## config.mk

```make
export PLATFORM = sky130hd
export DESIGN_NAME = pbfe_sqrt_step
export DESIGN_NICKNAME = d
export VERILOG_FILES = /design/src/pbfe_sqrt_step.sv
export SDC_FILE = /design/constraint.sdc
export NUM_CORES = 1
export LEC_CHECK = 0
export BUFFER_PORTS_ARGS = -buffer_cell sky130_fd_sc_hd__buf_4
export CAP_MARGIN = 20
export CORE_ASPECT_RATIO = 0.75
export CORE_MARGIN = 5
export CORE_UTILIZATION = 52
export DETAILED_ROUTE_END_ITERATION = 8
export GPL_TIMING_DRIVEN = 1
export PLACE_DENSITY = 0.86
export SLEW_MARGIN = 20
export SYNTH_ARGS = -nofsm -noshare
export SYNTH_HDL_FRONTEND = slang
export SYNTH_SLANG_ARGS = --single-unit
```

## constraint.sdc

```tcl
create_clock -name aclk -period 7.8 [get_ports aclk]
set_input_delay 1.56 -clock aclk [delete_from_list [all_inputs] [get_ports aclk]]
set_output_delay 1.56 -clock aclk [all_outputs]
set_load 0.005 [all_outputs]
```

## src/pbfe_sqrt_step.sv

```systemverilog
module pbfe_sqrt_step #(
    parameter int AW = 48,
    parameter int RW = 24,
    parameter int SW = 8
) (
    input  logic          aclk,
    input  logic          aresetn,
    input  logic          ce,
    input  logic          in_valid,
    input  logic [AW-1:0] in_arg,
    input  logic [RW+1:0] in_rem,
    input  logic [RW-1:0] in_res,
    input  logic [SW-1:0] in_side,
    output logic          out_valid,
    output logic [AW-1:0] out_arg,
    output logic [RW+1:0] out_rem,
    output logic [RW-1:0] out_res,
    output logic [SW-1:0] out_side
);

    // One result bit per stage: bring down two argument bits, try 4*res+1.
    logic [RW+3:0] trial_rem;
    logic [RW+3:0] trial_sub;
    logic          fits;

    assign trial_rem = {in_rem, in_arg[AW-1:AW-2]};
    assign trial_sub = (RW+4)'({in_res, 2'b01});
    assign fits      = trial_rem >= trial_sub;

    always_ff @(posedge aclk) begin
        if (!aresetn) begin
            out_valid <= 1'b0;
        end else if (ce) begin
            out_valid <= in_valid;
        end
    end

    always_ff @(posedge aclk) begin
        if (ce) begin
            out_arg  <= {in_arg[AW-3:0], 2'b00};
            out_rem  <= fits ? (RW+2)'(trial_rem - trial_sub) : (RW+2)'(trial_rem);
            out_res  <= {in_res[RW-2:0], fits};
            out_side <= in_side;
        end
    end

endmodule

```

# ---- Word-level counts from Yosys, hierarchy flattened
# Index checks and enable logic that the tools add are counted.
dict set report classes {
  add_sub_neg 1
  n_mul 0
  n_div 0
  n_lt_le_gt_ge 1
  n_eq_ne 0
  shifts 0
  mux 1
  bitwise_logic 0
  reduce_logical 0
}
# operator count
set op_table {}
lappend op_table {{$ge 28x26->1} 1}
lappend op_table {{$mux 26} 1}
lappend op_table {{$sub 26x26->26} 1}
dict set report totals {
  regBits 105
  latchBits 0
  mem_bits_rw 0
  rom_bits 0
  inputBits 110
  wordCells 8
  mem_count 0
}

# ---- Logic depth before layout (Yosys ltp)
# Gate-level depths: netlist of the first run.
dict set report depth {
  depth_word 2
  mapped_depth 11
}

# ---- Least setup slack after synthesis of the first run
# OpenSTA, ideal clock, no wires.
dict set report synth_path {
  kind {input to register}
  startpoint {input in_res[0]}
  endpoint {register out_rem[10], data pin}
  setup_time_ps 260
  arrival_ps 3557
  t_required_ps 7540
  path_slack_ps 3983
  stages 11
  n_path_buf 1
  path_cell_list {inv_1 > ha_1 > nand2b_1 > a211o_1 > a21oi_2 > o211ai_2 > a31oi_2 > nor2_2 > o21ai_4 > buf_12 > mux2_4}
}
dict set report synth_via {
  elab_chain_cells 2
}
# item line_no
set synth_lines {}
lappend synth_lines {{start: declaration} 12} ;# input logic [RW-1:0] in_res,
lappend synth_lines {{$sub 26x26->26 or $ge 28x26->1 (tied branches)} {41, 28}}
lappend synth_lines {{$mux 26 (*)} 41} ;# out_rem <= fits ? (RW+2)'(trial_rem - trial_sub) : (RW+2)'(trial_rem);
lappend synth_lines {{end signal: assignment} 41}
lappend synth_lines {{end: declaration} 16} ;# output logic [RW+1:0] out_rem,
# Mark *: on every way between the ends. The rest lies on a longest branch, timed or not.
# A chain may end at the register's enable or synchronous reset.

# ---- Final worst setup path of the first run
dict set report layout_path {
  startpoint {input in_rem[0]}
  endpoint {register out_rem[5], data pin}
}
dict set report layout_via {
  elab_chain_cells 2
}
# item line_no
set layout_lines {}
lappend layout_lines {{start: declaration} 11} ;# input logic [RW+1:0] in_rem,
lappend layout_lines {{$sub 26x26->26 or $ge 28x26->1 (tied branches)} {41, 28}}
lappend layout_lines {{$mux 26 (*)} 41}
# Marks and branches as above.

==> impl_metrics.py, run 1 <==
metrics = {
    "critical_path": {
        "crit_path_end_kind": "flip-flop",
        "start_kind": "input port",
        "path_class": "input port to flip-flop",
        "crit_fanout": 26,
        "crit_arrival_ns": 4.33,
        "cp.required_ns": 7.90,
    },
    "drt": {
        "drt_iter0_drc": 176,
        "vias": 3667,
        "wl_um": 13300,
        "ant_nets": 0,
        "dr.pass1.iters": 6,
        "routed_via_density": 5.14,
        "wl_per_cell_um": 18.6,
        "drcViolationCount": 0,
    },
    "place": {
        "dp_slack_ns": 3.18,
        "gp_congestion": 0.823,
        "place_area_sq_um": 6720,
        "port_buffers": 214,
        "dp_hpwl_um": 10500,
    },
    "pwr": {
        "switching_share": 0.252,
        "combPwrFrac": 0.217,
        "power_switching_mw": 0.369,
        "power.leakage_nw": 3.15,
        "p_per_area_nw_per_um2": 208,
        "sequentialPowerShare": 0.483,
        "peakVddDrop_mv": 0.111,
        "clockPowerShare": 0.300,
        "p_int_mw": 1.09,
    },
    "final_layout": {
        "fillCellCount": 667,
        "post-route-util": 0.735,
        "final_common_cell": "buf_4",
        "stdcell_area_sq_um": 7010,
        "area_delta_synth_final_pct": 40.1,
        "diodes": 0,
        "drive_above_1_share": 0.445,
        "nNetsFinal": 713,
        "layout_common_cells": "buf_4 (215), edfxtp_1 (104), inv_1 (30)",
    },
    "synthesis": {
        "synth_warnings": 0,
        "synth.cell_area_sq_um": 5000,
        "synth_area_per_cell_sq_um": 14.1,
        "synth_edf_count": 104,
        "yosys_register_bits": 105,
        "synthFlopType": "edfxtp_1",
        "syn_inst": 356,
        "ys_seq_area_frac": 0.628,
        "synthArstFlopShare": 0,
        "synth_cell_types": 51,
    },
    "floorplan": {
        "initial_core_util": 0.524,
        "core_sq_um": 9540,
        "die-area_sq_um": 11700,
        "io_pins": 217,
        "die_h_um": 94.9,
        "rows": 31,
        "die_w_um": 123,
    },
    "global_route": {
        "grt_remaining_overflow": 0,
        "grt_pass1_vias": 3735,
        "grt_antenna_before_repair": 0,
        "grt_pass1_wl_um": 20000,
        "grtUsageTotal": 0.225,
        "grt_max_degree": 67,
    },
    "timing": {
        "whs_ns": 0.537,
        "finalWorstSetupSlack_ns": 3.56,
        "fin_setup_tns_ns": 0,
        "hold_viol": 0,
        "max_freq_mhz": 236,
        "setup_viol": 0,
        "period_needed_ns": 4.24,
        "timing.final.crit_share": 0.543,
        "grt_setup_unrepaired": "no",
        "slew_headroom": 0.266,
        "worstMarginPinSlew_ns": 1.10,
        "skew_ns": 0,
        "maxSlewViolCount": 0,
    },
    "clock_network": {
        "clockBufferDepth": 2,
        "postCtsSetupBuffers": 0,
        "cts-root-buf": "clkbuf_16",
        "htree_levels": 3,
        "cts_num_sinks": 105,
        "cts_buffers": 9,
        "clkLatencyLatePin_ns": 0.34,
        "ctsResizeCount": 0,
        "cts.clk_slew.worst_paths_ns": 0.07,
        "cts_tree": "built",
        "cts_hold_buffers": 0,
    },
    "flow_run": {
        "maxCapViolCount": 0,
    },
    "worst_hold_path": {
        "hold_class": "flip-flop to flip-flop",
    },
    "status": {
        "status": "complete, no violations",
    },
}
-- path summary, 6_finish.rpt --
| path | from | to | slack [ns] | cells past startpoint |
|---|---|---|---|---|
| max | in_rem[0] | out_rem[5] | 3.56 | 10 |
| min | out_valid | out_valid | 0.54 | 2 |
| max reg2reg | out_valid | out_valid | 7.20 | 2 |
| min reg2reg | out_valid | out_valid | 0.54 | 2 |
-- synth_stat cells, types with 2 or more instances --
| cell type | number | share of area |
|---|---|---|
| mux2_2 | 6 | 0.014 |
| nor2_1 | 16 | 0.012 |
| a21oi_1 | 21 | 0.021 |
| mux2i_1 | 3 | 0.0060 |
| o21bai_1 | 2 | 0.0030 |
| nor2_2 | 2 | 0.0025 |
| nand2b_1 | 3 | 0.0038 |
| and2_1 | 3 | 0.0038 |
| ha_1 | 26 | 0.065 |
| o211ai_1 | 2 | 0.0030 |
| a41oi_1 | 2 | 0.0035 |
| and4_1 | 2 | 0.0035 |
| buf_4 | 2 | 0.0030 |
| xnor2_1 | 13 | 0.023 |
| nor3_1 | 6 | 0.0060 |
| o21ai_0 | 15 | 0.015 |
| o21a_1 | 3 | 0.0045 |
| edfxtp_1 | 104 | 0.62 |
| nand4_1 | 2 | 0.0025 |
| o31ai_1 | 2 | 0.0030 |
| a211oi_1 | 6 | 0.0090 |
| nor2b_1 | 4 | 0.0050 |
| nand2_1 | 21 | 0.016 |
| buf_2 | 2 | 0.0020 |
| a21o_1 | 6 | 0.0090 |
| and3_1 | 3 | 0.0038 |
| buf_12 | 2 | 0.0080 |
| xor2_1 | 10 | 0.018 |
| mux2_4 | 16 | 0.048 |
| inv_1 | 30 | 0.023 |
-- power groups by stage --
stage / Sequential, mW / Combinational [mW] / Clock [mW]
after floorplan: 0.723 / 0.140 / 0
after global placement: 0.715 / 0.308 / 0
after detailed placement: 0.717 / 0.320 / 0
after CTS: 0.706 / 0.321 / 0.446
after global routing: 0.710 / 0.346 / 0.475
final: 0.705 / 0.317 / 0.438
-- state kept, by name, indices dropped and copies added (netlist names) --
| register | flops |
|---|---|
| out_arg | 46 |
| out_side | 8 |
| out_res | 24 |
| out_rem | 26 |
| out_valid | 1 |
-- cell type report --
type | instances | area (sq um) | area share
clock buffers | 10 | 229 | 0.0327
clock inverters | 6 | 60.1 | 0.00857
multi-input cells | 216 | 1690 | 0.240
repair buffers | 215 | 1610 | 0.230
well taps | 132 | 165 | 0.0236
inverters | 30 | 113 | 0.0161
flip-flops and latches | 105 | 3140 | 0.448
-- routing by layer --
| layer | GRT usage | vias to the layer above | share of wire |
|---|---|---|---|
| met5 | 0 | - | 0 |
| met4 | 0.0507 | 0 | 0.011 |
| met3 | 0.103 | 14 | 0.11 |
| met2 | 0.394 | 161 | 0.51 |
| met1 | 0.252 | 1733 | 0.37 |
| li1 | - | 1759 | - |
-- metrics by stage --
| stage | instances | total power, mW |
|---|---|---|
| 2_1_floorplan | 357 | 0.863 |
| 3_3_place_gp | 698 | 1.02 |
| 3_5_place_dp | 698 | 1.04 |
| 4_1_cts | 714 | 1.47 |
| 5_1_grt | 714 | 1.53 |
| 6_report | 714 | 1.46 |
-- cells by family (layout without fill, tap and decap cells) --
group / Yosys count / count (layout) / share of synthesized area
compound gates: 72 / 72 / 0.0955
buf+inv: 36 / 261 / 0.0355
other cells: 1 / 2 / 0.000750
simple gates: 68 / 68 / 0.0670
fa+ha+maj: 26 / 26 / 0.0650
flops: 105 / 105 / 0.628
xor+xnor: 23 / 23 / 0.0403
mux: 25 / 25 / 0.0675
-- critical path: stages --
cell and delay [ns]:
buf_4 0.11, ha_1 0.37, nand2b_1 0.09, a211o_1 0.29
a21oi_2 0.17, o211ai_2 0.11, a31oi_2 0.23, nor2_2 0.09
o21ai_4 0.87, mux2_2 0.42
Power figures use the tool's default switching activity.
==> run 2, diff against run 1 <==
CORE_UTILIZATION = 48   (was 52)
PLACE_DENSITY = 0.81   (was 0.86)
clock period = 4.1 ns   (was 7.8 ns; I/O delays follow)
==> run 2 against run 1 <==
  * Flip-flop and latch count did not move
  * Critical endpoint is now out_rem[2]
  * Highest routed layer unchanged
  * Die area rose by 7.5%
  * Largest cell class unchanged
  * Cell count rose by 0.84%
  * Power rose by 89%
==> impl_metrics.py, run 2 (synthesized netlist as in run 1, its figures left out) <==
metrics = {
    "pwr": {
        "power.leakage_nw": 3.16,
        "p_per_area_nw_per_um2": 393,
        "p_total_mw": 2.77,
        "peakVddDrop_mv": 0.258,
    },
    "clock_network": {
        "clockBufferDepth": 2,
        "cts_buffers": 9,
        "cts_hold_buffers": 0,
        "cts_tree": "built",
        "htree_levels": 3,
        "cts.clk_slew.worst_paths_ns": 0.07,
        "ctsResizeCount": 0,
        "cts_num_sinks": 105,
        "cts-root-buf": "clkbuf_16",
        "postCtsSetupBuffers": 0,
        "clkLatencyLatePin_ns": 0.33,
    },
    "global_route": {
        "grt_pass1_wl_um": 19300,
        "grtUsageTotal": 0.196,
        "grt_max_degree": 65,
        "grt_remaining_overflow": 0,
        "grt_antenna_before_repair": 0,
        "grt_pass1_vias": 3673,
    },
    "place": {
        "dp_hpwl_um": 10000,
        "dp_slack_ns": 0.650,
        "port_buffers": 214,
        "gp_congestion": 0.888,
    },
    "drt": {
        "ant_nets": 0,
        "drt_iter0_drc": 135,
        "drcViolationCount": 0,
        "wl_um": 12600,
        "top_layer": "met4",
        "wl_met1_um": 4890,
        "dr.pass1.iters": 4,
        "wl_per_cell_um": 17.5,
        "routed_via_density": 5.03,
        "wl_met2_um": 6200,
        "vias": 3623,
        "route.met3.wl_um": 1440,
    },
    "timing": {
        "finalWorstSetupSlack_ns": 1.02,
        "whs_ns": 0.549,
        "timing.final.crit_share": 0.751,
        "grt_setup_unrepaired": "no",
        "setup_viol": 0,
        "max_freq_mhz": 325,
        "maxSlewViolCount": 0,
        "slew_headroom": 0.616,
        "skew_ns": 0,
        "period_needed_ns": 3.08,
        "hold_viol": 0,
        "worstMarginPinSlew_ns": 0.576,
        "fin_setup_tns_ns": 0,
    },
    "final_layout": {
        "seq_area_sq_um": 3140,
        "final_common_cell": "buf_4",
        "layout_common_cells": "buf_4 (216), edfxtp_1 (104), inv_1 (30)",
        "reg.largest.list": "out_arg x46, out_rem x26, out_res x24",
        "area_delta_synth_final_pct": 40.7,
        "multi_input_area_sq_um": 1690,
        "largest_register_ff_count": 46,
        "nNetsFinal": 715,
        "fillCellCount": 744,
        "diodes": 0,
        "drive_above_1_share": 0.447,
        "largest-register": "out_arg",
    },
    "worst_hold_path": {
        "min_path_cells": 2,
        "hold_class": "flip-flop to flip-flop",
    },
    "critical_path": {
        "crit_arrival_ns": 3.17,
        "ff2ff_path_depth": 2,
        "crit_path_end_kind": "flip-flop",
        "cp.required_ns": 4.19,
        "crit_fanout": 18,
        "start_kind": "input port",
        "path_class": "input port to flip-flop",
    },
    "floorplan": {
        "die-area_sq_um": 12600,
        "core_sq_um": 10200,
        "io_pins": 217,
        "rows": 32,
        "die_h_um": 98.4,
        "initial_core_util": 0.488,
        "die_w_um": 128,
    },
    "flow_run": {
        "maxCapViolCount": 0,
    },
    "status": {
        "status": "complete, no violations",
    },
}
## run 2: metrics by stage
| stage | util | instance area [sq um] | cells |
|---|---|---|---|
| finish | 0.687 | 7040 | 720 |
| global route | 0.687 | 7040 | 720 |
| CTS | 0.687 | 7040 | 720 |
| detailed placement | 0.659 | 6750 | 704 |
| global placement | 0.659 | 6750 | 704 |
| floorplan | - | 5010 | 357 |
## run 2: routing by layer
| metal | vias up | track usage |
|---|---|---|
| met4 | 0 | 0.0481 |
| met2 | 160 | 0.338 |
| met1 | 1688 | 0.230 |
| met3 | 9 | 0.0802 |
| li1 | 1766 | - |
| met5 | - | 0 |
## run 2: worst max-delay path, cell delays in order
cell and delay, ns:
buf_4 0.08, inv_1 0.04, ha_1 0.39, nor2_1 0.06
a211o_1 0.30, a21oi_2 0.17, o211ai_2 0.11, a31oi_2 0.24
nor2_2 0.09, o21ai_4 0.15, buf_4 0.32, mux2_2 0.38
## run 2: cell type report
cell class	instances	share of cell area
Sequential cell	105	0.446
Clock buffer	10	0.0325
Multi-Input combinational cell	216	0.239
Timing Repair Buffer	217	0.233
Inverter	30	0.0160
Tap cell	136	0.0242
Clock inverter	6	0.00818
## run 2: worst paths after layout
check,startpoint,end,slack (ns)
min,out_valid,out_valid,0.55
min reg2reg,out_valid,out_valid,0.55
max,in_res[1],out_rem[2],1.02
max reg2reg,out_valid,out_valid,3.49
## run 2: power by group
group / internal, mW / switching [mW]
Combinational: 0.342 / 0.257
Sequential: 1.31 / 0.0302
Clock: 0.428 / 0.400
Total: 2.08 / 0.686
