===== config.mk =====
export PLATFORM = sky130hd
export DESIGN_NAME = pbfe_log_step
export DESIGN_NICKNAME = d
export VERILOG_FILES = /design/src/pbfe_pkg.sv /design/src/pbfe_log_step.sv
export SDC_FILE = /design/constraint.sdc
export NUM_CORES = 2
export LEC_CHECK = 0
export BUFFER_PORTS_ARGS = -buffer_cell sky130_fd_sc_hd__buf_2
export CORE_UTILIZATION = 59
export CTS_CLUSTER_SIZE = 28
export DETAILED_ROUTE_END_ITERATION = 10
export PLACE_DENSITY = 0.86
export SYNTH_ARGS = -nofsm -noshare
export SYNTH_HDL_FRONTEND = slang
export SYNTH_SLANG_ARGS = --single-unit

===== constraint.sdc =====
create_clock -name aclk -period 9.1 [get_ports aclk]
set_input_delay 1.82 -clock aclk [delete_from_list [all_inputs] [get_ports aclk]]
set_output_delay 1.82 -clock aclk [all_outputs]
set_load 0.01 [all_outputs]

===== src/pbfe_pkg.sv =====
package pbfe_pkg;

    // Fraction bits of the length, force and energy words.
    localparam int FRAC_BITS = 16;

    // Field widths.
    localparam int RSQ_W    = 32;
    localparam int SEG_W    = 24;
    localparam int KUHN_W   = 24;
    localparam int FORCE_W  = 32;
    localparam int ENERGY_W = 48;

    // Quotient width of both dividers; lam^2 is kept in Q0.32.
    localparam int QW = 32;

    // Internal widths.
    localparam int P_W     = SEG_W + KUHN_W;
    localparam int PH_W    = P_W / 2;
    localparam int P2_W    = 2 * P_W;
    localparam int C9801_W = P2_W + 14;
    localparam int CMP_W   = C9801_W + 2;
    localparam int R10K_W  = RSQ_W + 14;
    localparam int BB_W    = 2 * KUHN_W;
    localparam int CB_W    = KUHN_W + 15;
    localparam int CB_LO_W = 20;
    localparam int SQ_RW   = (RSQ_W + FRAC_BITS + 1) / 2;
    localparam int SQ_AW   = 2 * SQ_RW;
    localparam int SNUM_W  = RSQ_W + 80 - FRAC_BITS;
    localparam int T_W     = QW + 2;
    localparam int D_W     = QW + 1;
    localparam int DN_W    = D_W + SEG_W;
    localparam int DN_LO_W = DN_W / 2;
    localparam int MD_W    = DN_W + BB_W;
    localparam int CR_W    = CB_W + SQ_RW;
    localparam int MNUM_W  = T_W + FRAC_BITS + 40;
    localparam int Y_W     = QW + 1;
    localparam int K_W     = 6;
    localparam int LNA_W   = QW + K_W;
    localparam int H_W     = LNA_W + 1;
    localparam int H_LO_W  = H_W / 2;
    localparam int EN_W    = SEG_W + H_W;

    typedef enum logic [1:0] {
        ST_NORMAL = 2'd0,
        ST_CLAMP  = 2'd1,
        ST_FATAL  = 2'd2
    } status_t;

    localparam logic [QW-1:0]  S_CLAMP    = QW'((64'd9801 << QW) / 64'd10000);
    localparam logic [31:0]    LN2_Q32    = 32'd2977044472;
    localparam logic [20:0]    CLAMP_NUM  = 21'd1999701;
    localparam logic [14:0]    CB_MUL     = 15'd19900;
    localparam logic [13:0]    LAM_SQ_NUM = 14'd9801;
    localparam logic [13:0]    LAM_SQ_DEN = 14'd10000;

    typedef struct packed {
        logic                zero;
        status_t             status;
        logic [SEG_W-1:0]    n;
        logic [BB_W-1:0]     bb;
        logic [CB_W-1:0]     cb;
        logic [P2_W-1:0]     p2;
        logic [RSQ_W-1:0]    rsq;
    } sq_side_t;

    typedef struct packed {
        logic                zero;
        status_t             status;
        logic [SEG_W-1:0]    n;
        logic [BB_W-1:0]     bb;
        logic [CB_W-1:0]     cb;
        logic [SQ_RW-1:0]    r;
    } sd_side_t;

    typedef struct packed {
        logic                zero;
        status_t             status;
        logic [SEG_W-1:0]    n;
        logic [QW-1:0]       s;
        logic                ovf;
    } md_side_t;

    typedef struct packed {
        logic                zero;
        status_t             status;
        logic [SEG_W-1:0]    n;
        logic [QW-1:0]       s;
        logic [FORCE_W-1:0]  frc;
        logic [K_W-1:0]      k;
    } lg_side_t;

endpackage


===== src/pbfe_log_step.sv =====
module pbfe_log_step #(
    parameter int SW = 8
) (
    input  logic                     aclk,
    input  logic                     aresetn,
    input  logic                     ce,
    input  logic                     in_valid,
    input  logic [pbfe_pkg::Y_W-1:0] in_y,
    input  logic [pbfe_pkg::QW-1:0]  in_frac,
    input  logic [SW-1:0]            in_side,
    output logic                     out_valid,
    output logic [pbfe_pkg::Y_W-1:0] out_y,
    output logic [pbfe_pkg::QW-1:0]  out_frac,
    output logic [SW-1:0]            out_side
);

    // One fraction bit of log2 per stage: square the mantissa and renormalize.
    logic [2*pbfe_pkg::Y_W-1:0] sq;
    logic [pbfe_pkg::Y_W:0]     sq_top;
    logic                       wrap;

    assign sq     = in_y * in_y;
    assign sq_top = sq[2*pbfe_pkg::Y_W-1:pbfe_pkg::QW];
    assign wrap   = sq_top[pbfe_pkg::Y_W];

    always_ff @(posedge aclk) begin
        if (!aresetn) begin
            out_valid <= 1'b0;
        end else if (ce) begin
            out_valid <= in_valid;
        end
    end

    always_ff @(posedge aclk) begin
        if (ce) begin
            out_y    <= wrap ? sq_top[pbfe_pkg::Y_W:1] : sq_top[pbfe_pkg::Y_W-1:0];
            out_frac <= {in_frac[pbfe_pkg::QW-2:0], wrap};
            out_side <= in_side;
        end
    end

endmodule


Word-level counts from Yosys, hierarchy flattened
Cells that the tools add are included.
- bitwise gates (word level): 0
- shifts and indexed selects: 0
- $mul: 1
- multiplexer cells: 1
- order comparisons: 0
- add/subtract/negate cells: 0
- div/mod/pow operators: 0
- equality and inequality tests: 0
- reductions and logical operators: 0
- operator list (kind ; count):
    $mul 33x33->66 ; 1
    $mux 32 ; 1
- word-level logic and storage cells: 7
- flip-flop bits (word level): 74
- bits in writable memories: 0
- memories: 0
- memory bits (read-only): 0
- bits in latches: 0

Logic depth before layout (Yosys ltp)
- depth after elaboration: 2
- depth in mapped cells: 32

Least setup slack after synthesis
OpenSTA, ideal clock, no wires.
- kind: input to register
- start: in in_y[17] (netlist name)
- end: reg out_y[10] (netlist name), data pin
- slack: -0.531 ns
- library setup time: 0.260 ns
- stages: 29
- arrival time: 9.371 ns
- required time: 8.840 ns
- path buffers: 3
- cell sequence: clkbuf_1 > clkbuf_1 > nand2_1 > fa_1 > fa_1 > inv_1 > fa_1 > inv_1 > fa_1 > inv_1 > fa_1 > inv_1 > fa_1 > inv_1 > fa_1 > inv_1 > fa_1 > inv_1 > ha_1 > nand4_1 > or4_1 > a21o_1 > a311oi_4 > o211ai_2 > nand2_2 > a41oi_2 > xor2_2 > buf_6 > mux2_4
- word-level cells in the longest chain between the ends: 2
- ends and longest elaborated chain (what ; RTL line ; RTL):
    from (decl) ; pbfe_log_step.sv:8 ; input logic [pbfe_pkg::Y_W-1:0] in_y,
    $mul 33x33->66 ; pbfe_log_step.sv:22 ; assign sq = in_y * in_y;
    $mux 32 ; pbfe_log_step.sv:36 ; out_y <= wrap ? sq_top[pbfe_pkg::Y_W:1] : sq_top[pbfe_pkg::Y_W-1:0];
    to (signal assigned) ; pbfe_log_step.sv:36 ;
    to (decl) ; pbfe_log_step.sv:12 ; output logic [pbfe_pkg::Y_W-1:0] out_y,
Every way passes these cells.
A chain may end at the register's enable or synchronous reset.

Final worst setup path
- start: in in_y[16] (netlist name)
- end: reg out_y[31] (netlist name), data pin
- word-level cells in the longest chain between the ends: 2
- ends and longest elaborated chain (what ; RTL line ; RTL):
    $mul 33x33->66 ; pbfe_log_step.sv:22 ;
    net sq (one bit) ; pbfe_log_step.sv:18 ; logic [2*pbfe_pkg::Y_W-1:0] sq;
    $mux 32 ; pbfe_log_step.sv:36 ;
The timed path passes the listed nets, and every way through them passes these cells.

==> impl_metrics.xml <==
<?xml version="1.0" encoding="UTF-8"?>
<metrics>
  <group name="status">
    <metric name="outcome" unit="">finished, violations left</metric>
    <metric name="violations" unit="">negative setup slack</metric>
  </group>
  <group name="synth">
    <metric name="yosysMostFrequentCell" unit="">sky130_fd_sc_hd__inv_1</metric>
    <metric name="ys_ff_latch" unit="">74</metric>
    <metric name="synthArstFlopShare" unit="">0</metric>
    <metric name="flip_flop_cell_with_the_highest_count_after_synthesis" unit="">sky130_fd_sc_hd__edfxtp_1</metric>
    <metric name="synth.net_count" unit="">4664</metric>
    <metric name="post_synth_instance_area" unit="sq um">33100</metric>
    <metric name="synth_top_area_cell" unit="">sky130_fd_sc_hd__fa_1</metric>
    <metric name="count_of_flip_flops_with_a_built_in_enable_after_synthesis" unit="">73</metric>
    <metric name="synth.top_cells.by_area" unit="">sky130_fd_sc_hd__fa_1 52%, sky130_fd_sc_hd__inv_1 13%, sky130_fd_sc_hd__ha_1 10%, sky130_fd_sc_hd__edfxtp_1 6.6%, sky130_fd_sc_hd__nand2_1 3.8%</metric>
    <metric name="ys_top_cells_by_count" unit="">1160 x sky130_fd_sc_hd__inv_1, 859 x sky130_fd_sc_hd__fa_1, 336 x sky130_fd_sc_hd__nand2_1</metric>
    <metric name="yosysTopAreaCellShare" unit="">0.520</metric>
    <metric name="synth.avg_cell_area" unit="sq um">9.57</metric>
    <metric name="ys_warn_count" unit="">0</metric>
    <metric name="synthesis.instances" unit="">3456</metric>
    <metric name="synth.yosys.seq_area_share" unit="">0.0669</metric>
    <metric name="synthDistinctLibCells" unit="">63</metric>
  </group>
  <group name="routing">
    <metric name="wl" unit="um">101000</metric>
    <metric name="vias_per_cell" unit="">5.60</metric>
    <metric name="violation_count_after_the_first_detailed_routing_iteration" unit="">2184</metric>
    <metric name="drt_first_pass_iters" unit="">8</metric>
    <metric name="total_number_of_vias" unit="">26500</metric>
    <metric name="count_of_unresolved_drc_violations_after_routing" unit="">0</metric>
    <metric name="drt-wirelength-per-cell" unit="um">21.4</metric>
    <metric name="ant_nets" unit="">0</metric>
  </group>
  <group name="die">
    <metric name="core_region_area" unit="sq um">55300</metric>
    <metric name="die_height" unit="um">239</metric>
    <metric name="placementRows" unit="">86</metric>
    <metric name="dieWidth" unit="um">239</metric>
    <metric name="initial_core_util" unit="">0.598</metric>
    <metric name="area_enclosed_by_the_die_boundary" unit="sq um">57000</metric>
    <metric name="i_o_pin_count" unit="">151</metric>
  </group>
  <group name="placement">
    <metric name="post-dp-hpwl" unit="um">81600</metric>
    <metric name="globalplace.congestion" unit="">0.952</metric>
    <metric name="port-buffer-count" unit="">149</metric>
    <metric name="placed_cells" unit="">4685</metric>
    <metric name="dpl_cell_area" unit="sq um">38000</metric>
  </group>
  <group name="clocking">
    <metric name="hold_buffers" unit="">0</metric>
    <metric name="cts_tree" unit="">built</metric>
    <metric name="clock_pin_slew_reported_for_the_worst_setup_and_hold_paths_after_clock_tree_synthesis" unit="ns">0.06</metric>
    <metric name="ctsLongestPathBuffers" unit="">2</metric>
    <metric name="clock_insertion_delay_at_the_later_pin_of_the_skew_report" unit="ns">0.33</metric>
    <metric name="cts-htree-levels" unit="">3</metric>
    <metric name="root_buffer" unit="">sky130_fd_sc_hd__clkbuf_16</metric>
    <metric name="cts_sinks" unit="">74</metric>
    <metric name="tritoncts.num_buffers" unit="">9</metric>
  </group>
  <group name="layout">
    <metric name="design.final.nets" unit="">5192</metric>
    <metric name="syn_to_layout_area_delta" unit="%">18.9</metric>
    <metric name="final_cell_area" unit="sq um">39400</metric>
    <metric name="final_layout_size_suffix_gt1_frac" unit="">0.203</metric>
    <metric name="layoutNonFillerInstCount" unit="">4737</metric>
    <metric name="finish.utilization" unit="">0.711</metric>
    <metric name="layout.filler_cells" unit="">3540</metric>
    <metric name="n_antenna_cell" unit="">0</metric>
  </group>
  <group name="timing">
    <metric name="final_min_period_over_clock_period" unit="">1.08</metric>
    <metric name="skew" unit="ns">0</metric>
    <metric name="final_critical_path_setup_slack" unit="ns">-0.761</metric>
    <metric name="relSlewSlack" unit="">0.377</metric>
    <metric name="setup_viol" unit="">34</metric>
    <metric name="finalCriticalPeriod" unit="ns">9.86</metric>
    <metric name="hold_viol_final" unit="">0</metric>
    <metric name="measured_slew_at_the_worst_slew_check_pin" unit="ns">0.934</metric>
    <metric name="maxSlewViolCount" unit="">0</metric>
    <metric name="max_freq" unit="MHz">101</metric>
    <metric name="rsz0062_at_grt" unit="">true</metric>
  </group>
  <group name="worst_setup_path">
    <metric name="worstSetupStartpointType" unit="">primary input</metric>
    <metric name="worstSetupPathType" unit="">in2reg</metric>
    <metric name="cp_data_required_time" unit="ns">9.19</metric>
    <metric name="crit_top_cell" unit="">sky130_fd_sc_hd__fa_1</metric>
    <metric name="critPathSlowestCell" unit="">sky130_fd_sc_hd__fa_1</metric>
    <metric name="setup.worst_path.end_class" unit="">flip-flop</metric>
    <metric name="critical_path_arrival" unit="ns">9.95</metric>
    <metric name="cp_max_fo" unit="">6</metric>
    <metric name="critPathMaxStageDelay" unit="ns">0.93</metric>
  </group>
  <group name="global_routing">
    <metric name="wire_length_of_the_first_global_routing_pass" unit="um">159000</metric>
    <metric name="grt.overflow.total" unit="">0</metric>
    <metric name="grt_start_max_net_pins" unit="">75</metric>
    <metric name="antenna_found_initial" unit="">4</metric>
    <metric name="globalRouteTotalUtil" unit="">0.366</metric>
    <metric name="grt_pass1_vias" unit="">31400</metric>
  </group>
  <group name="flow_run">
    <metric name="maxCapViolCount" unit="">0</metric>
  </group>
  <group name="hold_path">
    <metric name="hold_path_class" unit="">reg2reg</metric>
  </group>
</metrics>
per-stage QoR:
stage                     TNS (ns)  setup WS, ns  hold WS (ns)
after detailed placement    -27.49        -0.867         0.543
after floorplan              -1.10       -0.0498         0.538
after CTS                    -4.66        -0.198         0.557
after global placement      -21.30        -0.755         0.492
final                       -23.59        -0.761         0.551
after global routing        -29.19        -0.925         0.572
area by class of cell:
| class | count | area (sq um) | area share |
|---|---|---|---|
| sequential | 74 | 2210 | 0.0562 |
| clock buffer | 9 | 225 | 0.00572 |
| multi-input combinational | 2097 | 26500 | 0.675 |
| inverter | 1163 | 4370 | 0.111 |
| clock inverter | 7 | 76.3 | 0.00194 |
| tap | 748 | 936 | 0.0238 |
| timing repair buffer | 639 | 4980 | 0.127 |
layout by cell type (no fill, tap or decap), types with 5 or more instances in the layout:
master	count
sky130_fd_sc_hd__a21oi_1	62
sky130_fd_sc_hd__xor2_1	24
sky130_fd_sc_hd__a21o_1	22
sky130_fd_sc_hd__nand2_4	6
sky130_fd_sc_hd__buf_2	122
sky130_fd_sc_hd__nand4_1	24
sky130_fd_sc_hd__fa_1	844
sky130_fd_sc_hd__buf_6	16
sky130_fd_sc_hd__o21bai_1	10
sky130_fd_sc_hd__nor2b_1	9
sky130_fd_sc_hd__a211oi_1	6
sky130_fd_sc_hd__o211ai_1	5
sky130_fd_sc_hd__ha_1	259
sky130_fd_sc_hd__buf_8	7
sky130_fd_sc_hd__and2_4	12
sky130_fd_sc_hd__fa_2	15
sky130_fd_sc_hd__o21ai_1	5
sky130_fd_sc_hd__and3_1	6
sky130_fd_sc_hd__ha_4	13
sky130_fd_sc_hd__edfxtp_1	73
sky130_fd_sc_hd__buf_12	22
sky130_fd_sc_hd__inv_1	1134
sky130_fd_sc_hd__clkbuf_16	10
sky130_fd_sc_hd__or2_2	8
sky130_fd_sc_hd__nor3_1	8
sky130_fd_sc_hd__mux2_4	28
sky130_fd_sc_hd__and2_1	188
sky130_fd_sc_hd__buf_4	467
sky130_fd_sc_hd__inv_2	26
sky130_fd_sc_hd__xnor2_1	25
sky130_fd_sc_hd__nand3_1	8
sky130_fd_sc_hd__nor2_1	64
sky130_fd_sc_hd__a21oi_2	5
sky130_fd_sc_hd__nand2_1	326
sky130_fd_sc_hd__mux2i_1	5
sky130_fd_sc_hd__nand2_2	5
sky130_fd_sc_hd__o21ai_0	32
sequential cells by signal, indices dropped and copies added, names as in the netlist:
signal	flops
out_y	33
out_frac	32
out_side	8
out_valid	1
critical path: cells and delay by family:
| kind | cells | cell delay, ns |
|---|---|---|
| adder cells (fa/ha/maj) | 9 | 4.59 |
| AO/OA/AOI/OAI | 6 | 1.32 |
| AND/OR/NAND/NOR | 2 | 0.29 |
| XOR/XNOR | 1 | 0.19 |
| multiplexers | 1 | 0.29 |
| buffers and inverters | 11 | 1.43 |
cell families (layout without fill, tap and decap cells):
logic type | after synthesis | in the layout | share of synthesized area
AOI/OAI and AO/OA | 191 | 191 | 0.0369
xor gates and xnor gates | 52 | 52 | 0.0140
adders and majority gates | 1131 | 1131 | 0.623
buffers and inverters | 1285 | 1818 | 0.146
DFF | 74 | 74 | 0.0669
muxes | 34 | 34 | 0.0141
and+or+nand+nor | 689 | 689 | 0.0992
final timing paths:
check	start	to	slack [ns]	cells past startpoint
setup / recovery	in_y[16]	out_y[31]$_DFFE_PP_	-0.76	30
hold / removal	out_valid$_SDFFE_PN0P_	out_valid$_SDFFE_PN0P_	0.55	2
setup reg to reg	out_valid$_SDFFE_PN0P_	out_valid$_SDFFE_PN0P_	8.48	2
hold reg to reg	out_valid$_SDFFE_PN0P_	out_valid$_SDFFE_PN0P_	0.55	2
repair_timing:
action                     4_1_cts  5_1_grt
setup endpoints to repair       34       34
pin swaps                       55       36
cloned                           3        1
gates resized for setup        146       52
buffers inserted                27        8
layer usage:
layer / GRT usage / share of wire
met5: 0 / 0.00026
met4: 0.294 / 0.10
met3: 0.0976 / 0.099
met2: 0.626 / 0.50
met1: 0.379 / 0.30
Power is not shown: default switching activity piles up to over one toggle a cycle in this logic, so the estimate is an artifact.
