<file path="src/pbfe_pkg.sv">
package pbfe_pkg;

    // Fraction bits of the length, force and energy words.
    localparam int FRAC_BITS = 16;

    // Field widths.
    localparam int RSQ_W    = 32;
    localparam int SEG_W    = 24;
    localparam int KUHN_W   = 24;
    localparam int FORCE_W  = 32;
    localparam int ENERGY_W = 48;

    // Quotient width of both dividers; lam^2 is kept in Q0.32.
    localparam int QW = 32;

    // Internal widths.
    localparam int P_W     = SEG_W + KUHN_W;
    localparam int PH_W    = P_W / 2;
    localparam int P2_W    = 2 * P_W;
    localparam int C9801_W = P2_W + 14;
    localparam int CMP_W   = C9801_W + 2;
    localparam int R10K_W  = RSQ_W + 14;
    localparam int BB_W    = 2 * KUHN_W;
    localparam int CB_W    = KUHN_W + 15;
    localparam int CB_LO_W = 20;
    localparam int SQ_RW   = (RSQ_W + FRAC_BITS + 1) / 2;
    localparam int SQ_AW   = 2 * SQ_RW;
    localparam int SNUM_W  = RSQ_W + 80 - FRAC_BITS;
    localparam int T_W     = QW + 2;
    localparam int D_W     = QW + 1;
    localparam int DN_W    = D_W + SEG_W;
    localparam int DN_LO_W = DN_W / 2;
    localparam int MD_W    = DN_W + BB_W;
    localparam int CR_W    = CB_W + SQ_RW;
    localparam int MNUM_W  = T_W + FRAC_BITS + 40;
    localparam int Y_W     = QW + 1;
    localparam int K_W     = 6;
    localparam int LNA_W   = QW + K_W;
    localparam int H_W     = LNA_W + 1;
    localparam int H_LO_W  = H_W / 2;
    localparam int EN_W    = SEG_W + H_W;

    typedef enum logic [1:0] {
        ST_NORMAL = 2'd0,
        ST_CLAMP  = 2'd1,
        ST_FATAL  = 2'd2
    } status_t;

    localparam logic [QW-1:0]  S_CLAMP    = QW'((64'd9801 << QW) / 64'd10000);
    localparam logic [31:0]    LN2_Q32    = 32'd2977044472;
    localparam logic [20:0]    CLAMP_NUM  = 21'd1999701;
    localparam logic [14:0]    CB_MUL     = 15'd19900;
    localparam logic [13:0]    LAM_SQ_NUM = 14'd9801;
    localparam logic [13:0]    LAM_SQ_DEN = 14'd10000;

    typedef struct packed {
        logic                zero;
        status_t             status;
        logic [SEG_W-1:0]    n;
        logic [BB_W-1:0]     bb;
        logic [CB_W-1:0]     cb;
        logic [P2_W-1:0]     p2;
        logic [RSQ_W-1:0]    rsq;
    } sq_side_t;

    typedef struct packed {
        logic                zero;
        status_t             status;
        logic [SEG_W-1:0]    n;
        logic [BB_W-1:0]     bb;
        logic [CB_W-1:0]     cb;
        logic [SQ_RW-1:0]    r;
    } sd_side_t;

    typedef struct packed {
        logic                zero;
        status_t             status;
        logic [SEG_W-1:0]    n;
        logic [QW-1:0]       s;
        logic                ovf;
    } md_side_t;

    typedef struct packed {
        logic                zero;
        status_t             status;
        logic [SEG_W-1:0]    n;
        logic [QW-1:0]       s;
        logic [FORCE_W-1:0]  frc;
        logic [K_W-1:0]      k;
    } lg_side_t;

endpackage

</file>
<file path="src/pbfe_div_step.sv">
module pbfe_div_step #(
    parameter int DW = 96,
    parameter int SW = 8
) (
    input  logic                  aclk,
    input  logic                  aresetn,
    input  logic                  ce,
    input  logic                  in_valid,
    input  logic [DW-1:0]         in_rem,
    input  logic [pbfe_pkg::QW-1:0] in_nlo,
    input  logic [DW-1:0]         in_den,
    input  logic [pbfe_pkg::QW-1:0] in_q,
    input  logic [SW-1:0]         in_side,
    output logic                  out_valid,
    output logic [DW-1:0]         out_rem,
    output logic [pbfe_pkg::QW-1:0] out_nlo,
    output logic [DW-1:0]         out_den,
    output logic [pbfe_pkg::QW-1:0] out_q,
    output logic [SW-1:0]         out_side
);

    // Restoring division, one quotient bit per stage.
    logic [DW:0] shifted;
    logic [DW:0] den_ext;
    logic        fits;

    assign shifted = {in_rem, in_nlo[pbfe_pkg::QW-1]};
    assign den_ext = {1'b0, in_den};
    assign fits    = shifted >= den_ext;

    always_ff @(posedge aclk) begin
        if (!aresetn) begin
            out_valid <= 1'b0;
        end else if (ce) begin
            out_valid <= in_valid;
        end
    end

    always_ff @(posedge aclk) begin
        if (ce) begin
            out_rem  <= fits ? DW'(shifted - den_ext) : DW'(shifted);
            out_nlo  <= {in_nlo[pbfe_pkg::QW-2:0], 1'b0};
            out_den  <= in_den;
            out_q    <= {in_q[pbfe_pkg::QW-2:0], fits};
            out_side <= in_side;
        end
    end

endmodule

</file>
<file path="config.mk">
export PLATFORM = sky130hd
export DESIGN_NAME = pbfe_div_step
export DESIGN_NICKNAME = d
export VERILOG_FILES = /design/src/pbfe_pkg.sv /design/src/pbfe_div_step.sv
export SDC_FILE = /design/constraint.sdc
export NUM_CORES = 1
export LEC_CHECK = 0
export BUFFER_PORTS_ARGS = -buffer_cell sky130_fd_sc_hd__clkbuf_2
export CAP_MARGIN = 20
export CORE_MARGIN = 2
export CORE_UTILIZATION = 34
export CTS_CLUSTER_SIZE = 8
export DETAILED_ROUTE_END_ITERATION = 10
export SLEW_MARGIN = 20
export SYNTH_ARGS = -nofsm -noshare
export SYNTH_HDL_FRONTEND = slang
export SYNTH_SLANG_ARGS = --single-unit
</file>
<file path="constraint.sdc">
create_clock -name aclk -period 5 [get_ports aclk]
set_input_delay 1.5 -clock aclk [delete_from_list [all_inputs] [get_ports aclk]]
set_output_delay 1.5 -clock aclk [all_outputs]
set_load 0.05 [all_outputs]
</file>
After elaboration in Yosys (flattened, before gate mapping). Index checks and enable logic that the tools add are counted.

$add $sub $neg: 1. Magnitude comparators: 1. Multiplexer cells: 1.

Operators with widths (number): $ge 97x96->1 (1); $mux 96 (1); $sub 96x96->96 (1).

Bits in registers: 264. Bits of input ports: 268. Output and inout port bits: 265. Word-level logic and storage cells: 9.

Longest topological paths before layout. Gate-level depths: netlist of the first run.

Depth after elaboration: 2. Gate-level depth with buffers: 16.

Worst setup path before layout of the first run. Ideal clock, no wire load.

Path kind: input port to flip-flop. Start: input port in_den[60]. End: register out_rem[88] (data pin). Setup time: 260 ps. Arrival time: 4168 ps. Required time: 4740 ps. Setup slack: 571 ps. Stages on the path: 16. Buffers on the path: 3. Cell sequence: inv_1 -> ha_1 -> buf_2 -> a21oi_2 -> o21ai_1 -> a221o_1 -> a21oi_2 -> o21ai_1 -> a2111oi_4 -> a21oi_4 -> nor3_4 -> inv_2 -> buf_4 -> buf_2 -> nor2_1 -> a21oi_1.

Word-level cells in the longest chain between the ends: 2.

Ends and longest elaborated chain: start: declaration (RTL line pbfe_div_step.sv:11) `input logic [DW-1:0] in_den,`; $sub 96x96->96 or $ge 97x96->1 (tied branches) (RTL line pbfe_div_step.sv:41, pbfe_div_step.sv:29); $mux 96 * (RTL line pbfe_div_step.sv:41) `out_rem <= fits ? DW'(shifted - den_ext) : DW'(shifted);`; end signal: assignment (RTL line pbfe_div_step.sv:41); end: declaration (RTL line pbfe_div_step.sv:15) `output logic [DW-1:0] out_rem,`.

Mark *: on every way between the ends. The rest lies on a longest branch, timed or not. A chain may end at the register's enable or synchronous reset.

Final worst setup path of the first run.
Start: input port in_nlo[31] (netlist bit). End: register out_rem[90] (data pin).

Word-level cells in the longest chain between the ends: 2.

Ends and longest elaborated chain: start: declaration (RTL line pbfe_div_step.sv:10) `input logic [pbfe_pkg::QW-1:0] in_nlo,`; $sub 96x96->96 or $ge 97x96->1 (tied branches) (RTL line pbfe_div_step.sv:41, pbfe_div_step.sv:29); $mux 96 * (RTL line pbfe_div_step.sv:41).

Marks and branches as above.

==> reports/results.ini, run 1 <==
[global_route]
grt.total_usage_pct = 21.93
grt_pass1_wl_um = 80580
met2_usage_pct = 38.50
overflow = 0
use_met3_pct = 4.990
grt_max_degree = 117
grt.met1_usage_pct = 26.54
antenna_found_initial = 9
grt_pass1_vias = 14396
grt-busiest-layer = met2

[place]
dp_hpwl_um = 45250
port_buffers = 530
placedCellCount = 2745
place.gp.congestion = 0.9084
place_area_mm2 = 0.01982
place_ws_ps = -160.3

[clock_network]
clockRootBuffer = clkbuf_16
cts.path.max_buffers = 3
cts_tree = done
post_cts_buffers = 0
cts.sinks = 264
cts_buffers = 40
cts_hold_buf = 0
ctsResizeCount = 0
h-tree-depth = 2
clk_latency_ps = 550
clk_pin_slew_ps = 50

[worst_setup_path]
crit_type = primary input to flip-flop
startpoint_type = primary input
end_kind = flip-flop
crit_slowest_cell = fa_1
worstPathRequired_ps = 5300
r2r_slack_ps = 4410
crit_chain = clkbuf_2 -> inv_1 -> ha_1 -> fa_1 -> nor2b_1 -> o211ai_1 -> a311oi_2 -> buf_4 -> o211ai_1 -> a211oi_2 -> buf_4 -> o211ai_1 -> buf_4 -> a21oi_1 -> buf_4 -> o21ai_0 -> a311oi_1 -> nor3_1
cp_common_cell = buf_4
cp_data_arrival_time_ps = 4920
path_max_fanout = 3
slowest_delay_ps = 390

[sta]
hold_viol_final = 0
tightestPinTransition_ps = 738.0
relSlewSlack_pct = 50.80
max_freq_mhz = 216.3
period_share_pct = 92.48
drv_slew = 0
fin_crit_ps = 4624
setup_viol = 0
setup_slack_ps = 375.8
final.setup.tns_ps = 0
rsz0062_at_grt = no
clock-skew-final_ps = 0

[power_and_ir_drop]
p_per_area_mw_per_mm2 = 364.9
switching_share_pct = 36.16
pwr-share-seq_pct = 36.7
ir_drop_uv = 256.0
p_leak_nw = 9.473
switchingPower_mw = 2.759
intPower_mw = 4.872
pwr-share-comb_pct = 31.9
clkPwrFrac_pct = 31.4
p_total_mw = 7.631

[synthesis]
synth_edf_count = 263
ys_warn_count = 0
synth-seq-cells = 264
syn_area_per_cell_um2 = 10.07
syn_area_mm2 = 0.01576
yosysUniqueCellTypes = 75
ys.flop_type = edfxtp_1
synth_cells = 1564
synthesis.nets = 1929
ys_seq_area_share_pct = 50.25
async_flop_share_pct = 0

[cells_and_area]
layout_common_cells = clkbuf_2, edfxtp_1, a21oi_1
fin_cells = 2802
final_area_mm2 = 0.02091
nets = 2552
num-fill-cells = 4414
synthToLayoutAreaGrowth_pct = 32.74
drive_gt1_share_pct = 32.60
layout_commonest_cell = clkbuf_2

[floorplanning]
fp.dieArea_mm2 = 0.04808
core_region_area_mm2 = 0.04558
num_rows = 78
die_height_um = 219.3
ios = 533
initial_utilization_pct = 34.57
die_w_um = 219.3

[routing]
drc_errors = 0
postRouteAntennaNets = 0
drt_iter0_markers = 936
drt-total-wl_um = 54800
detail_route.wl_per_cell_um = 19.56
first_pass_iters = 7
vias_per_cell = 5.103
vias = 14298

[job]
maxCapViolCount = 0

[run_status]
status = finished clean

[hold_path]
hp-class = flip-flop to flip-flop

critical path: cells and delay by family:
kind | cells | cell delay [ps]
AO/OA/AOI/OAI | 8 | 1680
adder cells (fa/ha/maj) | 2 | 610
buffers and inverters | 6 | 860
AND/OR/NAND/NOR | 2 | 270
cells by family after synthesis:
group,share of synthesized area (%)
buffers and inverters,5.194
flip-flops,50.25
AO/OA/AOI/OAI,19.55
XOR/XNOR,3.947
adder cells (fa/ha/maj),7.751
AND/OR/NAND/NOR,13.02
multiplexers,0.2541
other,0.02380
sequential cells by signal, summed over array words and instances, names as in the netlist:
| name | count |
|---|---|
| out_side | 8 |
| out_nlo | 31 |
| out_den | 96 |
| out_rem | 96 |
| out_q | 32 |
| out_valid | 1 |
final cells by class:
class,count,area [um2],share of cell area [%]
multi-input cells,1091,7019,33.56
clock inverters,8,67.56,0.3231
flip-flops and latches,264,7918,37.86
diodes,6,15.01,0.07179
inverters,146,550.5,2.632
clock buffers,43,1012,4.840
repair buffers,644,3581,17.12
well taps,600,750.7,3.590
worst paths after layout:
| kind | from | to | cells past startpoint |
|---|---|---|---|
| worst min register to register | out_valid | out_valid | 2 |
| worst max register to register | out_valid | out_valid | 2 |
| worst min-delay path | out_valid | out_valid | 2 |
| worst max-delay path | in_nlo[31] | out_rem[90] | 18 |
through the flow:
step           utilization, %  hold WS (ps)
5_1_grt                 45.88         566.2
2_1_floorplan               -         742.9
3_5_place_dp            43.49         514.6
6_report                45.89         522.5
3_3_place_gp            43.49         496.2
4_1_cts                 45.85         526.8
power by group through the flow:
| stage | logic, mW | clock network [mW] | registers (mW) |
|---|---|---|---|
| after floorplan | 0.816 | 0 | 3.68 |
| after global placement | 2.43 | 0 | 2.84 |
| after detailed placement | 2.43 | 0 | 2.84 |
| after CTS | 2.45 | 2.47 | 2.81 |
| after global routing | 2.61 | 2.54 | 2.82 |
| final | 2.44 | 2.39 | 2.80 |
synthesized netlist by cell type, types with 4 or more instances:
cell type	n	area, um2
and3_1	10	62.56
mux2i_1	4	40.04
nand2_1	108	405.4
ha_1	96	1201
o211ai_1	11	82.58
nor3_1	22	110.1
nand3_1	27	135.1
a311oi_1	6	52.55
a2111oi_0	5	43.79
a21oi_1	202	1011
o21ai_0	67	335.3
nand2b_1	9	56.30
edfxtp_1	263	7898
nor4_1	10	62.56
o221ai_1	4	35.03
o21a_1	16	120.1
xor2_1	28	245.2
a21o_1	49	367.9
nor2_1	159	596.8
and2_1	6	37.54
a211oi_1	13	97.59
xnor2_1	43	376.6
a31oi_1	8	50.05
and4_1	6	52.55
nand4_1	48	300.3
a21boi_0	11	82.58
buf_2	21	105.1
nor2b_1	6	37.54
inv_1	145	544.3
or3_1	7	43.79
or2_2	6	37.54
o21bai_1	29	217.7
clkbuf_1	39	146.4
o31ai_1	14	105.1
routing by layer:
metal / vias to the layer above / part of all wire (%)
met5: - / 0.069
met4: 6 / 2.5
met3: 75 / 6.9
met2: 474 / 50
met1: 6741 / 41
li1: 7002 / -
Power figures use the tool's default switching activity.
==> run 2: changes to the inputs <==
--- a/config.mk
+++ b/config.mk
@@ -11,6 +11,7 @@
 export CORE_UTILIZATION = 34
 export CTS_CLUSTER_SIZE = 8
 export DETAILED_ROUTE_END_ITERATION = 10
+export MAX_ROUTING_LAYER = met4
 export SLEW_MARGIN = 20
 export SYNTH_ARGS = -nofsm -noshare
 export SYNTH_HDL_FRONTEND = slang
==> reports/results.ini, run 2 (synthesis gave the netlist of run 1 again) <==
[run_status]
status = finished clean

[worst_setup_path]
critPathBufInv = 6  ; unchanged
end_kind = flip-flop
cp_common_cell = buf_4
cp_data_arrival_time_ps = 4930  ; about the same
slowest_delay_ps = 390  ; about the same
worstPathRequired_ps = 5290  ; about the same
cpLargestDelayFamily = compound AO/OA/AOI/OAI gates
crit_slowest_cell = fa_1
r2r_slack_ps = 4420  ; about the same
startpoint_type = primary input
path_max_fanout = 3  ; unchanged
crit_type = primary input to flip-flop
crit_chain = clkbuf_2 -> inv_1 -> ha_1 -> fa_1 -> nor2b_1 -> o211ai_1 -> a311oi_2 -> buf_4 -> o211ai_1 -> a211oi_2 -> buf_4 -> o211ai_1 -> buf_4 -> a21oi_1 -> buf_4 -> o21ai_0 -> a311oi_1 -> nor3_1

[cells_and_area]
final_area_mm2 = 0.02088  ; -0.19%
fin_cells = 2797  ; -0.18%
num-fill-cells = 4461  ; +1.1%
layout_common_cells = clkbuf_2, edfxtp_1, a21oi_1
reg.largest.list = out_den: 96 flops, out_rem: 96 flops, out_q: 32 flops
synthToLayoutAreaGrowth_pct = 32.50
final_util_pct = 45.80  ; -0.085 points
drive_gt1_share_pct = 32.22  ; -0.38 points
nets = 2542  ; -0.39%
layout_commonest_cell = clkbuf_2

[power_and_ir_drop]
ir_drop_uv = 235.7  ; -7.9%
p_per_area_mw_per_mm2 = 365.0  ; about the same
p_leak_nw = 9.436  ; -0.38%

[clock_network]
post_cts_buffers = 0  ; unchanged
cts_hold_buf = 0  ; unchanged
cts_buffers = 40  ; unchanged
cts.sinks = 264  ; unchanged
cts_tree = done
h-tree-depth = 2  ; unchanged
clk_latency_ps = 540  ; about the same
clockRootBuffer = clkbuf_16
clk_pin_slew_ps = 50  ; about the same
cts.path.max_buffers = 3  ; unchanged
ctsResizeCount = 0  ; unchanged

[sta]
max_freq_mhz = 215.3  ; -0.43%
whs_ps = 521.1  ; -1.349 ps
final.setup.tns_ps = 0  ; unchanged
setup_viol = 0  ; unchanged
fin_crit_ps = 4644  ; +20.11 ps
clock-skew-final_ps = 0  ; unchanged
rsz0062_at_grt = no
period_share_pct = 92.89  ; +0.40 points
tightestPinTransition_ps = 662.2  ; -75.79 ps
hold_viol_final = 0  ; unchanged
relSlewSlack_pct = 55.85  ; +5.1 points
drv_slew = 0  ; unchanged

[routing]
drt_iter0_markers = 892  ; -4.7%
vias = 14345  ; +0.33%
drc_errors = 0  ; unchanged
vias_per_cell = 5.129  ; +0.51%
drt-total-wl_um = 54970  ; +0.32%
postRouteAntennaNets = 0  ; unchanged
detail_route.wl_per_cell_um = 19.65  ; +0.50%
first_pass_iters = 5  ; -2

[floorplanning]
num_rows = 78  ; unchanged
core_region_area_mm2 = 0.04558  ; unchanged
initial_utilization_pct = 34.57  ; unchanged
fp.dieArea_mm2 = 0.04808  ; unchanged
die_height_um = 219.3  ; unchanged
ios = 533  ; unchanged
die_w_um = 219.3  ; unchanged

[place]
port_buffers = 530  ; unchanged
place.gp.congestion = 0.9213  ; +1.4%
placedCellCount = 2735  ; -0.36%
dp_hpwl_um = 45210  ; about the same
place_area_mm2 = 0.01977  ; -0.25%

[hold_path]
hp-class = flip-flop to flip-flop

[global_route]
grt_pass1_wl_um = 80230  ; -0.43%
grt_pass1_vias = 14224  ; -1.2%
grt.total_usage_pct = 22.61  ; +0.68 points
overflow = 0  ; unchanged
grt_max_degree = 109  ; -6.8%
antenna_found_initial = 9  ; unchanged

[job]
maxCapViolCount = 0  ; unchanged

## run 2: area by class of cell
cell class / count / area, um2 / area share [%]
clock buffer: 47 / 1049 / 5.023
inverter: 146 / 550.5 / 2.637
tap: 600 / 750.7 / 3.596
multi-input combinational: 1091 / 7019 / 33.63
clock inverter: 6 / 35.03 / 0.1678
sequential: 264 / 7918 / 37.93
timing repair buffer: 634 / 3531 / 16.91
antenna: 9 / 22.52 / 0.1079
## run 2: worst paths after layout
kind            endpoint       start  depth (start not counted)
min reg2reg    out_valid   out_valid                          2
max          out_rem[90]  in_nlo[31]                         18
min            out_valid   out_valid                          2
max reg2reg    out_valid   out_valid                          2
## run 2: metal layers
metal | global-route usage [%] | wire length (um) | vias to the layer above
li1 | - | - | 7006
met1 | 26.57 | 22720 | 6788
met2 | 37.87 | 27050 | 465
met3 | 5.198 | 3663 | 86
met4 | 8.086 | 1541 | 0
met5 | - | 0 | -
## run 2: stage by stage
| step | total power, mW | setup slack [ps] |
|---|---|---|
| 2_1_floorplan | 4.492 | 571.1 |
| 3_5_place_dp | 5.273 | -227.4 |
| 4_1_cts | 7.710 | 335.7 |
| 6_report | 7.619 | 355.7 |
| 5_1_grt | 7.967 | 159.2 |
| 3_3_place_gp | 5.264 | -174.5 |
## run 2: worst reg2reg max path, stage by stage (launching register included)
cell and delay, ps:
dfxtp_1 300, mux2i_1 110, nor2b_1 60
## run 2: where the power goes
part	switching, mW	internal, mW	total [mW]
sequential	0.0666	2.74	2.80
combinational	1.73	0.701	2.43
clock	0.927	1.46	2.38
